==> config.mk <==
export PLATFORM = sky130hd
export DESIGN_NAME = epoch_seconds_to_utc_calendar_flat
export DESIGN_NICKNAME = d
export VERILOG_FILES = /design/src/hdl/ecal_pkg.sv /design/src/hdl/ecal_stream_if.sv /design/src/hdl/epoch_seconds_to_utc_calendar.sv /design/src/flat_wrapper.sv
export SDC_FILE = /design/constraint.sdc
export NUM_CORES = 2
export LEC_CHECK = 0
export ABC_AREA = 1
export BUFFER_PORTS_ARGS = -buffer_cell sky130_fd_sc_hd__buf_2
export CORE_MARGIN = 2
export CORE_UTILIZATION = 35
export CTS_BUF_LIST = sky130_fd_sc_hd__clkbuf_4
export CTS_CLUSTER_SIZE = 10
export DETAILED_ROUTE_END_ITERATION = 8
export HOLD_SLACK_MARGIN = 0.08
export SYNTH_ARGS = -nofsm -noshare
export SYNTH_HDL_FRONTEND = slang
export SYNTH_SLANG_ARGS = --single-unit
==> constraint.sdc <==
create_clock -name clk -period 12.7 [get_ports clk]
set_input_delay 3.175 -clock clk [delete_from_list [all_inputs] [get_ports clk]]
set_output_delay 3.175 -clock clk [all_outputs]
set_load 0.005 [all_outputs]
==> src/hdl/ecal_pkg.sv <==
`default_nettype none

package ecal_pkg;

	// pipeline depth from input register to output register
	localparam int unsigned NSTG = 14;
	localparam int unsigned OCC_W = $clog2(NSTG + 1);

	// seconds to days: shift out 2^7, then divide by the odd part 675
	localparam int unsigned DIV_D = 675;
	localparam int unsigned HI_BIAS = 1554;
	localparam int unsigned HI_OFF = HI_BIAS * DIV_D;

	// reciprocal for the high chunk (22-bit dividend) and the low chunk (30-bit)
	localparam int unsigned S_H = 32;
	localparam logic [22:0] M_H = 23'(((64'd1 << S_H) + 64'(DIV_D) - 64'd1) / 64'(DIV_D));
	localparam int unsigned S_X = 40;
	localparam logic [30:0] M_X = 31'(((64'd1 << S_X) + 64'(DIV_D) - 64'd1) / 64'(DIV_D));

	// era split, with a bias that keeps the shifted day count non-negative
	localparam int unsigned ERA_DAYS = 146097;
	localparam int unsigned ERA_BIAS = 11145;
	localparam int unsigned DAY_SHIFT = 719468;
	localparam logic [31:0] W_SUB = 32'((64'(HI_BIAS) << 20) - 64'(DAY_SHIFT)
		- 64'(ERA_BIAS) * 64'(ERA_DAYS));
	localparam int unsigned S_E = 49;
	localparam logic [31:0] M_E = 32'((64'd1 << S_E) / 64'(ERA_DAYS));

	// exact round-up reciprocals for the narrow divisions
	localparam int unsigned S_A = 29;
	localparam logic [18:0] M_A = 19'(((64'd1 << S_A) + 64'd1459) / 64'd1460);
	localparam int unsigned S_W = 21;
	localparam logic [18:0] M_W = 19'(((64'd1 << S_W) + 64'd6) / 64'd7);
	localparam int unsigned S_Y = 27;
	localparam logic [18:0] M_Y = 19'(((64'd1 << S_Y) + 64'd364) / 64'd365);
	localparam int unsigned S_MP = 19;
	localparam logic [11:0] M_MP = 12'(((64'd1 << S_MP) + 64'd152) / 64'd153);
	localparam int unsigned S_MT = 23;
	localparam logic [17:0] M_MT = 18'(((64'd1 << S_MT) + 64'd59) / 64'd60);
	localparam int unsigned S_HR = 17;
	localparam logic [11:0] M_HR = 12'(((64'd1 << S_HR) + 64'd59) / 64'd60);

	// quarter-era boundaries within an era, and the last day of an era
	localparam logic [17:0] DOE_Q1 = 18'd36524;
	localparam logic [17:0] DOE_Q2 = 18'd73048;
	localparam logic [17:0] DOE_Q3 = 18'd109572;
	localparam logic [17:0] DOE_LAST = 18'd146096;

	// calendar constants
	localparam logic [8:0] YOE_C1 = 9'd100;
	localparam logic [8:0] YOE_C2 = 9'd200;
	localparam logic [8:0] YOE_C3 = 9'd300;
	localparam logic [23:0] YEAR_SUB = 24'(400 * ERA_BIAS + 1900);
	localparam logic [3:0] MP_JAN = 4'd10;
	localparam logic [8:0] JAN1_DOY = 9'd306;
	localparam logic [8:0] MAR1_YDAY = 9'd59;
	localparam logic [3:0] MONTH_JAN = 4'd0;
	localparam logic [3:0] MONTH_DEC = 4'd11;

	typedef struct packed {
		logic signed [47:0] epoch_seconds;
	} ecal_in_t;

	typedef struct packed {
		logic signed [23:0] year_offset;
		logic [3:0]         month_index;
		logic [4:0]         day_of_month;
		logic [4:0]         hour_of_day;
		logic [5:0]         minute_of_hour;
		logic [5:0]         second_of_minute;
		logic [2:0]         weekday;
		logic [8:0]         day_of_year;
	} ecal_out_t;

	typedef struct packed {
		logic [4:0] hour;
		logic [5:0] minute;
		logic [5:0] second;
	} tod_t;

	// first day of each march-based month, (153 * mp + 2) / 5
	function automatic logic [8:0] month_start(input logic [3:0] mp);
		logic [8:0] d;
		case (mp)
			4'd0: d = 9'd0;
			4'd1: d = 9'd31;
			4'd2: d = 9'd61;
			4'd3: d = 9'd92;
			4'd4: d = 9'd122;
			4'd5: d = 9'd153;
			4'd6: d = 9'd184;
			4'd7: d = 9'd214;
			4'd8: d = 9'd245;
			4'd9: d = 9'd275;
			4'd10: d = 9'd306;
			4'd11: d = 9'd337;
			default: d = 9'd0;
		endcase
		return d;
	endfunction

endpackage

`default_nettype wire

==> src/hdl/ecal_stream_if.sv <==
`default_nettype none

interface ecal_stream_if #(parameter type payload_t = logic) ();
	logic     valid;
	logic     ready;
	payload_t data;

	modport source (output valid, output data, input ready);
	modport sink (input valid, input data, output ready);
endinterface

`default_nettype wire

==> src/hdl/epoch_seconds_to_utc_calendar.sv <==
`default_nettype none

// Converts a signed 48-bit count of seconds since 1970-01-01 00:00:00 UTC into the
// proleptic Gregorian date, time of day, weekday (Sunday is 0) and day of year.
// One item is taken every cycle while the output side is ready; each item passes
// through the registers s1 to s14. The stages carry out a chain of constant divisions
// (by 675, by the 400-year era, by 1460, 7, 365, 153 and 60), each done as a registered
// reciprocal multiply, some followed by a registered remainder or correction step.
// Every stage advances on its own, so empty stages close up behind a stalled
// result and input is still taken until the pipeline is full; input ready follows
// output ready combinationally. Reset only clears the stage valid bits.
module epoch_seconds_to_utc_calendar
	import ecal_pkg::*;
(
	input  wire            clk,
	input  wire            arst_n,
	ecal_stream_if.sink    epoch,
	ecal_stream_if.source  calendar
);

	logic [NSTG:1]   vld_q;
	logic [NSTG+1:1] en;

	// stage enables: a stage loads when it is empty or the next one moves
	always_comb begin
		en[NSTG+1] = calendar.ready;
		for (int k = NSTG; k >= 1; k--) begin
			en[k] = !vld_q[k] || en[k+1];
		end
	end

	assign epoch.ready = en[1];

	// valid bits travel with the data
	always_ff @(posedge clk or negedge arst_n) begin
		if (!arst_n) begin
			vld_q <= '0;
		end else begin
			if (en[1]) begin
				vld_q[1] <= epoch.valid;
			end
			for (int k = 2; k <= NSTG; k++) begin
				if (en[k]) begin
					vld_q[k] <= vld_q[k-1];
				end
			end
		end
	end

	// s1: split off the low 7 bits, bias the high chunk non-negative
	logic [21:0] h_s1;
	logic [19:0] ul_s1;
	logic [6:0]  t7_s1;
	logic [47:0] t_in;

	assign t_in = epoch.data.epoch_seconds;

	always_ff @(posedge clk) begin
		if (en[1]) begin
			h_s1  <= {t_in[47], t_in[47:27]} + 22'(HI_OFF);
			ul_s1 <= t_in[26:7];
			t7_s1 <= t_in[6:0];
		end
	end

	// s2: high chunk quotient by 675
	logic [44:0] prod_h;
	logic [11:0] qh_s2;
	logic [21:0] h_s2;
	logic [19:0] ul_s2;
	logic [6:0]  t7_s2;

	assign prod_h = 45'(h_s1) * 45'(M_H);

	always_ff @(posedge clk) begin
		if (en[2]) begin
			qh_s2 <= prod_h[S_H +: 12];
			h_s2  <= h_s1;
			ul_s2 <= ul_s1;
			t7_s2 <= t7_s1;
		end
	end

	// s3: high chunk remainder joins the low chunk
	logic [9:0]  rh;
	logic [29:0] x2_s3;
	logic [11:0] qh_s3;
	logic [6:0]  t7_s3;

	assign rh = 10'(h_s2 - 22'(qh_s2) * 22'(DIV_D));

	always_ff @(posedge clk) begin
		if (en[3]) begin
			x2_s3 <= {rh, ul_s2};
			qh_s3 <= qh_s2;
			t7_s3 <= t7_s2;
		end
	end

	// s4: low chunk quotient by 675
	logic [60:0] prod_x;
	logic [19:0] q2_s4;
	logic [29:0] x2_s4;
	logic [11:0] qh_s4;
	logic [6:0]  t7_s4;

	assign prod_x = 61'(x2_s3) * 61'(M_X);

	always_ff @(posedge clk) begin
		if (en[4]) begin
			q2_s4 <= prod_x[S_X +: 20];
			x2_s4 <= x2_s3;
			qh_s4 <= qh_s3;
			t7_s4 <= t7_s3;
		end
	end

	// s5: second of the day, and the biased day count for the era split
	logic [9:0]  r2;
	logic [16:0] secs_s5;
	logic [31:0] w_s5;

	assign r2 = 10'(x2_s4 - 30'(q2_s4) * 30'(DIV_D));

	always_ff @(posedge clk) begin
		if (en[5]) begin
			secs_s5 <= {r2, t7_s4};
			w_s5    <= {qh_s4, q2_s4} - W_SUB;
		end
	end

	// s6: era estimate, minutes of the day
	logic [63:0] prod_e;
	logic [34:0] prod_mt;
	logic [14:0] era0_s6;
	logic [31:0] w_s6;
	logic [10:0] mt_s6;
	logic [16:0] secs_s6;

	assign prod_e  = 64'(w_s5) * 64'(M_E);
	assign prod_mt = 35'(secs_s5) * 35'(M_MT);

	always_ff @(posedge clk) begin
		if (en[6]) begin
			era0_s6 <= prod_e[S_E +: 15];
			w_s6    <= w_s5;
			mt_s6   <= prod_mt[S_MT +: 11];
			secs_s6 <= secs_s5;
		end
	end

	// s7: era remainder before correction, seconds of the minute
	logic [18:0] re_s7;
	logic [14:0] era0_s7;
	logic [10:0] mt_s7;
	logic [5:0]  sec_s7;

	always_ff @(posedge clk) begin
		if (en[7]) begin
			re_s7   <= 19'(w_s6 - 32'(era0_s6) * 32'(ERA_DAYS));
			era0_s7 <= era0_s6;
			mt_s7   <= mt_s6;
			sec_s7  <= 6'(secs_s6 - 17'(mt_s6) * 17'd60);
		end
	end

	// s8: correct the era estimate, hour of the day
	logic        re_over;
	logic [22:0] prod_hr;
	logic [17:0] doe_s8;
	logic [14:0] era_s8;
	logic [4:0]  hr_s8;
	logic [10:0] mt_s8;
	logic [5:0]  sec_s8;

	assign re_over = re_s7 >= 19'(ERA_DAYS);
	assign prod_hr = 23'(mt_s7) * 23'(M_HR);

	always_ff @(posedge clk) begin
		if (en[8]) begin
			doe_s8 <= re_over ? 18'(re_s7 - 19'(ERA_DAYS)) : 18'(re_s7);
			era_s8 <= re_over ? era0_s7 + 15'd1 : era0_s7;
			hr_s8  <= prod_hr[S_HR +: 5];
			mt_s8  <= mt_s7;
			sec_s8 <= sec_s7;
		end
	end

	// s9: doe / 1460 and the weekday quotient, minute of the hour
	logic [17:0] xw_s8;
	logic [36:0] prod_a;
	logic [36:0] prod_w;
	logic [6:0]  a_s9;
	logic [14:0] wq_s9;
	logic [17:0] doe_s9;
	logic [14:0] era_s9;
	tod_t        tod_s9;

	assign xw_s8  = doe_s8 + 18'd3;
	assign prod_a = 37'(doe_s8) * 37'(M_A);
	assign prod_w = 37'(xw_s8) * 37'(M_W);

	always_ff @(posedge clk) begin
		if (en[9]) begin
			a_s9          <= prod_a[S_A +: 7];
			wq_s9         <= prod_w[S_W +: 15];
			doe_s9        <= doe_s8;
			era_s9        <= era_s8;
			tod_s9.hour   <= hr_s8;
			tod_s9.minute <= 6'(mt_s8 - 11'(hr_s8) * 11'd60);
			tod_s9.second <= sec_s8;
		end
	end

	// s10: leap-day corrected numerator for the year of era, weekday
	logic [2:0]  quarters;
	logic        last_day;
	logic [17:0] xw_s9;
	logic [17:0] num_s10;
	logic [2:0]  wd_s10;
	logic [17:0] doe_s10;
	logic [14:0] era_s10;
	tod_t        tod_s10;

	assign quarters = 3'(doe_s9 >= DOE_Q1) + 3'(doe_s9 >= DOE_Q2)
		+ 3'(doe_s9 >= DOE_Q3) + 3'(doe_s9 >= DOE_LAST);
	assign last_day = doe_s9 == DOE_LAST;
	assign xw_s9    = doe_s9 + 18'd3;

	always_ff @(posedge clk) begin
		if (en[10]) begin
			num_s10 <= doe_s9 - 18'(a_s9) + 18'(quarters) - 18'(last_day);
			wd_s10  <= 3'(xw_s9 - 18'(wq_s9) * 18'd7);
			doe_s10 <= doe_s9;
			era_s10 <= era_s9;
			tod_s10 <= tod_s9;
		end
	end

	// s11: year of era
	logic [36:0] prod_y;
	logic [8:0]  yoe_s11;
	logic [17:0] doe_s11;
	logic [14:0] era_s11;
	logic [2:0]  wd_s11;
	tod_t        tod_s11;

	assign prod_y = 37'(num_s10) * 37'(M_Y);

	always_ff @(posedge clk) begin
		if (en[11]) begin
			yoe_s11 <= prod_y[S_Y +: 9];
			doe_s11 <= doe_s10;
			era_s11 <= era_s10;
			wd_s11  <= wd_s10;
			tod_s11 <= tod_s10;
		end
	end

	// s12: day of the march-based year, leap flag, biased year
	logic        yc1;
	logic        yc2;
	logic        yc3;
	logic [1:0]  cent;
	logic [17:0] year_days;
	logic [8:0]  doy_s12;
	logic        leap_s12;
	logic [23:0] ybase_s12;
	logic [2:0]  wd_s12;
	tod_t        tod_s12;

	assign yc1       = yoe_s11 >= YOE_C1;
	assign yc2       = yoe_s11 >= YOE_C2;
	assign yc3       = yoe_s11 >= YOE_C3;
	assign cent      = 2'(yc1) + 2'(yc2) + 2'(yc3);
	assign year_days = 18'(yoe_s11) * 18'd365 + 18'(yoe_s11 >> 2) - 18'(cent);

	always_ff @(posedge clk) begin
		if (en[12]) begin
			doy_s12   <= 9'(doe_s11 - year_days);
			leap_s12  <= (yoe_s11[1:0] == 2'd0) && (yoe_s11 != YOE_C1)
				&& (yoe_s11 != YOE_C2) && (yoe_s11 != YOE_C3);
			ybase_s12 <= 24'(era_s11) * 24'd400 + 24'(yoe_s11) - YEAR_SUB;
			wd_s12    <= wd_s11;
			tod_s12   <= tod_s11;
		end
	end

	// s13: march-based month
	logic [10:0] mp_num;
	logic [22:0] prod_mp;
	logic [3:0]  mp_s13;
	logic [8:0]  doy_s13;
	logic        leap_s13;
	logic [23:0] ybase_s13;
	logic [2:0]  wd_s13;
	tod_t        tod_s13;

	assign mp_num  = 11'(doy_s12) * 11'd5 + 11'd2;
	assign prod_mp = 23'(mp_num) * 23'(M_MP);

	always_ff @(posedge clk) begin
		if (en[13]) begin
			mp_s13    <= prod_mp[S_MP +: 4];
			doy_s13   <= doy_s12;
			leap_s13  <= leap_s12;
			ybase_s13 <= ybase_s12;
			wd_s13    <= wd_s12;
			tod_s13   <= tod_s12;
		end
	end

	// s14: output register; january and february belong to the next year
	logic      jan_feb;
	ecal_out_t res_s14;

	assign jan_feb = mp_s13 >= MP_JAN;

	always_ff @(posedge clk) begin
		if (en[14]) begin
			res_s14.year_offset      <= $signed(ybase_s13 + 24'(jan_feb));
			res_s14.month_index      <= jan_feb ? mp_s13 - MP_JAN : mp_s13 + 4'd2;
			res_s14.day_of_month     <= 5'(doy_s13 - month_start(mp_s13) + 9'd1);
			res_s14.hour_of_day      <= tod_s13.hour;
			res_s14.minute_of_hour   <= tod_s13.minute;
			res_s14.second_of_minute <= tod_s13.second;
			res_s14.weekday          <= wd_s13;
			res_s14.day_of_year      <= jan_feb ? doy_s13 - JAN1_DOY
				: doy_s13 + MAR1_YDAY + 9'(leap_s13);
		end
	end

	assign calendar.valid = vld_q[NSTG];
	assign calendar.data  = res_s14;

endmodule

`default_nettype wire

==> src/flat_wrapper.sv <==
// flat-port wrapper written by rule: the top's interface ports become plain ports
module epoch_seconds_to_utc_calendar_flat import ecal_pkg::*;
  (clk, arst_n, epoch_valid, epoch_data, epoch_ready, calendar_valid, calendar_data, calendar_ready);
  ecal_stream_if #(.payload_t(ecal_in_t)) epoch_i ();
  ecal_stream_if #(.payload_t(ecal_out_t)) calendar_i ();
  input  wire clk;
  input  wire arst_n;
  input wire logic [$bits(epoch_i.valid)-1:0] epoch_valid;
  input wire logic [$bits(epoch_i.data)-1:0] epoch_data;
  output wire logic [$bits(epoch_i.ready)-1:0] epoch_ready;
  output wire logic [$bits(calendar_i.valid)-1:0] calendar_valid;
  output wire logic [$bits(calendar_i.data)-1:0] calendar_data;
  input wire logic [$bits(calendar_i.ready)-1:0] calendar_ready;
  assign epoch_i.valid = epoch_valid;
  assign epoch_i.data = epoch_data;
  assign epoch_ready = epoch_i.ready;
  assign calendar_valid = calendar_i.valid;
  assign calendar_data = calendar_i.data;
  assign calendar_i.ready = calendar_ready;
  epoch_seconds_to_utc_calendar u_core (.clk(clk), .arst_n(arst_n), .epoch(epoch_i), .calendar(calendar_i));
endmodule
== Word level (Yosys, flattened, before mapping) ==
Memories as Yosys holds them, arrays and structs flattened. A register that Yosys moved wholly into a read port is not among the register bits.
Cells that the tools add are included.

* Memories kept: 1
* Memory bits (read-only): 144
* Bits of input ports: 52
* Register bits: 772

{| class="wikitable"
|+ Memories
! memory !! depth !! width !! rd ports !! clocked after memory_dff !! wr ports !! RTL line !! RTL
|-
| (no name shown) || 16 || 9 || 1 || 1 || 0 || ecal_pkg.sv:84 || <nowiki>case (mp)</nowiki>
|}

* Reduce and logical (&&, ||, !) cells: 32
* Equal/unequal tests: 4
* Multipliers: 18
* Multiplexer cells: 6
* Add/subtract/negate cells: 34
* Magnitude comparators: 9

{| class="wikitable"
|+ Operators with widths
! cell !! count
|-
| $mul 18x16->33 const B || 2
|-
| $mul 32x32->64 const B || 1
|-
| $mul 30x29->58 const B || 1
|-
| $mul 22x23->44 const B || 1
|-
| $ge 18x17->1 const B || 2
|-
| $mul 18x18->35 const B || 1
|-
| $mul 17x18->34 const B || 1
|-
| $sub 32x19->32 const B || 1
|-
| $add 24x1->24 || 1
|-
| $add 24x9->24 || 1
|-
| $sub 24x23->24 const B || 1
|-
| $mul 11x12->23 const B || 1
|-
| $add 22x21->22 const B || 1
|-
| $mul 11x12->22 const B || 1
|-
| $mul 15x5->20 const B || 1
|-
| $mul 20x10->10 const B || 1
|-
| $sub 10x10->10 || 2
|-
| $ge 19x18->1 const B || 1
|-
| $mul 15x18->19 const B || 1
|-
| $sub 19x19->19 || 1
|-
| $add 18x2->18 const B || 1
|-
| $add 18x3->18 || 1
|-
| $eq 18x18->1 const B || 1
|-
| $ge 18x16->1 const B || 1
|-
| 44 further kinds || 76
|}

== Longest topological paths before layout ==
* Word-level depth: 15
* Gate-level depth with buffers: 40
* Gate-level depth less buffers: 40

== Least setup slack after synthesis ==
OpenSTA, ideal clock, no wires.

* Kind: input -> output
* Start: in calendar_ready
* End: out epoch_ready
* Cell stages on the path: 12
* Data arrival time: 7.810 ns
* Path slack: 1.715 ns
* Required time: 9.525 ns
* Path buffers: 0
* Path through: inv_1 nand2_4 nor2_8 nand4_4 nor2_4 nand2_2 nor2_4 nand2_4 nor2_4 nand2_2 nor2_4 nand3_2

* Longest elaborated chain between the ends: 14

{| class="wikitable"
|+ RTL lines
! what !! RTL line !! RTL
|-
| from (decl) || flat_wrapper.sv:13 || <nowiki>input wire logic [$bits(calendar_i.ready)-1:0] calendar_ready;</nowiki>
|-
| $logic_or 1x1->1 || epoch_seconds_to_utc_calendar.sv:28 || <nowiki>en[k] = !vld_q[k] || en[k+1];</nowiki>
|-
| via u_core.en, one bit || epoch_seconds_to_utc_calendar.sv:22 || <nowiki>logic [NSTG+1:1] en;</nowiki>
|-
| $logic_or 1x1->1 (4 in series) || epoch_seconds_to_utc_calendar.sv:28 ||
|-
| via u_core.en, one bit || epoch_seconds_to_utc_calendar.sv:22 ||
|-
| $logic_or 1x1->1 (2 in series) || epoch_seconds_to_utc_calendar.sv:28 ||
|-
| via u_core.en, one bit || epoch_seconds_to_utc_calendar.sv:22 ||
|-
| $logic_or 1x1->1 (2 in series) || epoch_seconds_to_utc_calendar.sv:28 ||
|-
| via u_core.en, one bit || epoch_seconds_to_utc_calendar.sv:22 ||
|-
| $logic_or 1x1->1 (2 in series) || epoch_seconds_to_utc_calendar.sv:28 ||
|-
| via u_core.en, one bit || epoch_seconds_to_utc_calendar.sv:22 ||
|-
| $logic_or 1x1->1 (3 in series) || epoch_seconds_to_utc_calendar.sv:28 ||
|-
| to (decl) || flat_wrapper.sv:10 || <nowiki>output wire logic [$bits(epoch_i.ready)-1:0] epoch_ready;</nowiki>
|}

The timed path passes the listed nets, and every way through them passes these cells.

== Worst setup path after layout ==
Same ends and word-level chain as after synthesis.

==> reports/metrics.yaml <==
run_status:
  status: "finished, final reports clean"
synthesis:
  number_of_warnings_printed_during_yosys_synthesis: 0
  post_synthesis_net_count: 13070
  combinational_family_with_the_most_area_after_synthesis: "adder cells"
  synth-compound-area-share_pct: 5.132
  synth.top_cells.by_area: "sky130_fd_sc_hd__fa_1, sky130_fd_sc_hd__ha_1, sky130_fd_sc_hd__edfxtp_1"
  ys.flop_type: "sky130_fd_sc_hd__edfxtp_1"
  share_of_the_synthesized_area_in_the_top_cell_type_pct: 24.96
  cells_after_synth: 9822
  synth-adder-area-share_pct: 49.91
  asyncSetResetFlopFracSynth_pct: 1.830
  synthSimpleGateAreaFrac_pct: 8.817
  sequential_area_share_after_synthesis_pct: 23.14
  synth_xor_area_share_pct: 3.301
  syn-cell-area_sq_um: 98740
  synth_enable_flop_cells: 746
  synth_seq_cells: 765
  share_of_synthesized_area_spent_on_multiplexers_pct: 0.01140
  post_synth.cell_area_avg_sq_um: 10.05
  synthDominantAreaCellType: "sky130_fd_sc_hd__fa_1"
  synth.distinct_cells: 60
global_routing:
  grt_first_pass_wirelength_um: 367600
  antenna_violations_before_repair: 3
  grt_util_all_layers_pct: 16.20
  grt_max_degree: 65
  gr-total-overflow: 0
  number_of_global_route_vias_before_repair: 68680
floorplan:
  die_h_um: 535.2
  die_x_um: 535.2
  placeableCoreArea_sq_um: 281600
  top_ports: 116
  initial_utilization_pct: 35.07
  die_outline_area_sq_um: 286400
  number_of_core_rows: 195
route:
  drtAntennaViolNets: 0
  vias: 65200
  drt-wirelength-per-cell_um: 16.07
  detail_route.wirelength_um: 226100
  dr.first_iter.drc_count: 3202
  drt-pass1-iter-count: 6
  detail_route.vias_per_cell: 4.635
  route.detailed.drc: 0
worst_setup_path:
  cp_data_required_time_ns: 9.52
  setup.worst_path.end_class: "output pin"
  worst_stage_delay_on_the_critical_path_ns: 0.44
  worstPathCellList: "buf_2 > inv_1 > nand2_4 > nor2_8 > nand4_4 > nor2_4 > nand2_2 > nor2_4 > nand2_4 > nor2_4 > nand2_2 > nor2_4 > nand3_2 > buf_4 > buf_2"
  timing.critical_path.mode_cell: "sky130_fd_sc_hd__nor2_4"
  timing.critical_path.fanout_max: 64
  crit-reg2reg-capture: "u_core.era0_s6[12]$_DFFE_PP_"
  critical_path_class: "in -> out"
  critPathArrivalTime_ns: 6.53
  timing_startpoint_of_the_critical_path: "calendar_ready"
  timing.critical_path.to: "epoch_ready"
  setup.reg_to_reg.worst_slack_ns: 5.22
  origin_of_the_critical_flop_to_flop_path: "u_core.w_s5[15]$_DFFE_PP_"
  cp-start-kind: "input pin"
  crit_slowest_cell: "sky130_fd_sc_hd__nand2_4"
  rr_worst_depth: 26
placed_design:
  place_hpwl_um: 194100
  numPortBuffers: 115
  gp_routability_congestion: 0.9577
clock_network:
  cts.sinks: 765
  cts.repair.resized: 0
  path_clk_slew_ns: 0.07
  tritoncts_clock_tree: "done"
  clk-insertion-delay-late_ns: 1.20
  cts.repair_timing.setup_buffer_count: 0
  clk_path_buf_depth: 4
  tritoncts_buffer_count: 198
  clock-root-buffer: "sky130_fd_sc_hd__clkbuf_4"
  ctsHoldBuffers: 0
  cts_htree_levels: 4
timing:
  timing.fmax_mhz: 103.0
  timing.final.max_slew_violations: 0
  hold_violations: 0
  final.setup_skew_ns: 0.1777
  rel_slew_slack_pct: 24.97
  final_min_period_over_clock_period_pct: 76.45
  fin_tns_setup_ns: 0
  grt_setup_unrepaired: "no"
  max_slew.worst_pin.slew_ns: 1.121
  final_number_of_setup_violating_endpoints: 0
  final.min_clock_period_ns: 9.709
hold_path:
  timing.hold.worst.class: "reg -> reg"
final_layout:
  final_layout_size_suffix_gt1_share_pct: 5.166
  areaGrowthSynthToFinish_pct: 8.272
  fin_nets: 13430
run:
  drv.max_cap_violation_count: 0
[Yosys cell counts, types with 102 or more instances]
library cell / n
sky130_fd_sc_hd__a21oi_1: 412
sky130_fd_sc_hd__edfxtp_1: 746
sky130_fd_sc_hd__fa_1: 1231
sky130_fd_sc_hd__ha_1: 1969
sky130_fd_sc_hd__inv_1: 2538
sky130_fd_sc_hd__nand2_1: 1002
sky130_fd_sc_hd__nand3_1: 259
sky130_fd_sc_hd__nor2_1: 500
sky130_fd_sc_hd__nor3_1: 102
sky130_fd_sc_hd__o21ai_0: 255
sky130_fd_sc_hd__xnor2_1: 120
sky130_fd_sc_hd__xor2_1: 249
[placed cells by master, fill, tap and decap left out, types with 13 or more instances in the layout]
| cell type | synthesis | final |
|---|---|---|
| sky130_fd_sc_hd__a21boi_0 | 13 | 13 |
| sky130_fd_sc_hd__a21o_1 | 39 | 39 |
| sky130_fd_sc_hd__a21oi_1 | 412 | 412 |
| sky130_fd_sc_hd__a31oi_1 | 41 | 41 |
| sky130_fd_sc_hd__buf_2 | 1 | 115 |
| sky130_fd_sc_hd__buf_4 | 3 | 43 |
| sky130_fd_sc_hd__clkbuf_4 | 0 | 295 |
| sky130_fd_sc_hd__clkinv_1 | 0 | 31 |
| sky130_fd_sc_hd__dfrtp_1 | 14 | 14 |
| sky130_fd_sc_hd__edfxtp_1 | 746 | 746 |
| sky130_fd_sc_hd__fa_1 | 1231 | 1231 |
| sky130_fd_sc_hd__ha_1 | 1969 | 1969 |
| sky130_fd_sc_hd__inv_1 | 2538 | 2533 |
| sky130_fd_sc_hd__nand2_1 | 1002 | 1000 |
| sky130_fd_sc_hd__nand3_1 | 259 | 258 |
| sky130_fd_sc_hd__nand3b_1 | 15 | 15 |
| sky130_fd_sc_hd__nand4_1 | 69 | 69 |
| sky130_fd_sc_hd__nor2_1 | 500 | 500 |
| sky130_fd_sc_hd__nor3_1 | 102 | 102 |
| sky130_fd_sc_hd__nor4_1 | 35 | 35 |
| sky130_fd_sc_hd__o211ai_1 | 19 | 19 |
| sky130_fd_sc_hd__o21a_1 | 16 | 16 |
| sky130_fd_sc_hd__o21ai_0 | 255 | 255 |
| sky130_fd_sc_hd__o21bai_1 | 51 | 51 |
| sky130_fd_sc_hd__xnor2_1 | 120 | 120 |
| sky130_fd_sc_hd__xor2_1 | 249 | 249 |
[routing by layer]
| layer | global-route usage, % | vias up | routed length [um] |
|---|---|---|---|
| met4 | 3.475 | 0 | 4626 |
| li1 | - | 32260 | - |
| met5 | 0 | - | 0 |
| met3 | 2.307 | 264 | 9294 |
| met2 | 28.32 | 1163 | 109900 |
| met1 | 21.18 | 31510 | 102300 |
[through the flow]
stage | std cells | hold slack, ns | utilization (%) | setup WS [ns] | instance area [sq um]
final | 14070 | 0.2998 | 37.97 | 2.991 | 106900
after global routing | 14070 | 0.2845 | 37.97 | 2.684 | 106900
after CTS | 14060 | 0.2559 | 37.97 | 2.941 | 106900
after detailed placement | 13720 | 0.4045 | 37.04 | 2.953 | 104300
after global placement | 13720 | 0.4001 | 37.04 | 2.958 | 104300
after floorplan | 9822 | 0.4003 | - | 1.715 | 98740
[area by class of cell]
class	instances	area (sq um)
Multi-Input combinational cell	6511	66330
Fill cell	28330	174600
Antenna cell	6	15.01
Timing Repair Buffer	158	898.4
Tap cell	3743	4683
Sequential cell	765	22850
Clock buffer	295	2215
Inverter	2539	9530
Clock inverter	49	385.4
[flip-flops by register name, indices dropped and copies added, names as in the netlist, 18 cells and up, named ones only]
| signal | flops |
|---|---|
| u_core.calendar.data | 62 |
| u_core.w_s5 | 32 |
| u_core.x2_s3 | 30 |
| u_core.ybase_s12 | 24 |
| u_core.ybase_s13 | 24 |
| u_core.h_s1 | 22 |
| u_core.q2_s4 | 20 |
| u_core.ul_s1 | 20 |
| u_core.ul_s2 | 20 |
| u_core.re_s7 | 19 |
| u_core.w_s6 | 19 |
| u_core.doe_s8 | 18 |
| u_core.doe_s9 | 18 |
| u_core.num_s10 | 18 |
[worst min path at each step]
stage | endpoint | cells past startpoint | slack [ns] | start
3_5_place_dp | u_core.calendar.data[12]$_DFFE_PP_ | 0 | 0.40 | u_core.tod_s13[0]$_DFFE_PN_
5_1_grt | u_core.mt_s7[9]$_DFFE_PP_ | 0 | 0.28 | u_core.mt_s6[9]$_DFFE_PP_
6_report | u_core.mt_s7[9]$_DFFE_PP_ | 0 | 0.30 | u_core.mt_s6[9]$_DFFE_PP_
3_3_place_gp | u_core.era_s10[10]$_DFFE_PP_ | 0 | 0.40 | u_core.era_s9[10]$_DFFE_PP_
2_1_floorplan | u_core.calendar.data[10]$_DFFE_PP_ | 0 | 0.40 | u_core.wd_s13[1]$_DFFE_PN_
4_1_cts | u_core.mt_s7[9]$_DFFE_PP_ | 0 | 0.26 | u_core.mt_s6[9]$_DFFE_PP_
[kinds of logic after synthesis]
group	Yosys count
muxes	1
buffers and inverters	2546
adders and majority gates	3200
xor gates and xnor gates	370
and+or+nand+nor	2039
AOI/OAI and AO/OA	901
DFF	765
[worst max-delay path: cells and delay by family]
family	cells	cell delay [ns]
and+or+nand+nor	11	2.56
buffers and inverters	4	0.71
Power is not shown: default switching activity piles up to over one toggle a cycle in this logic, so the estimate is an artifact.
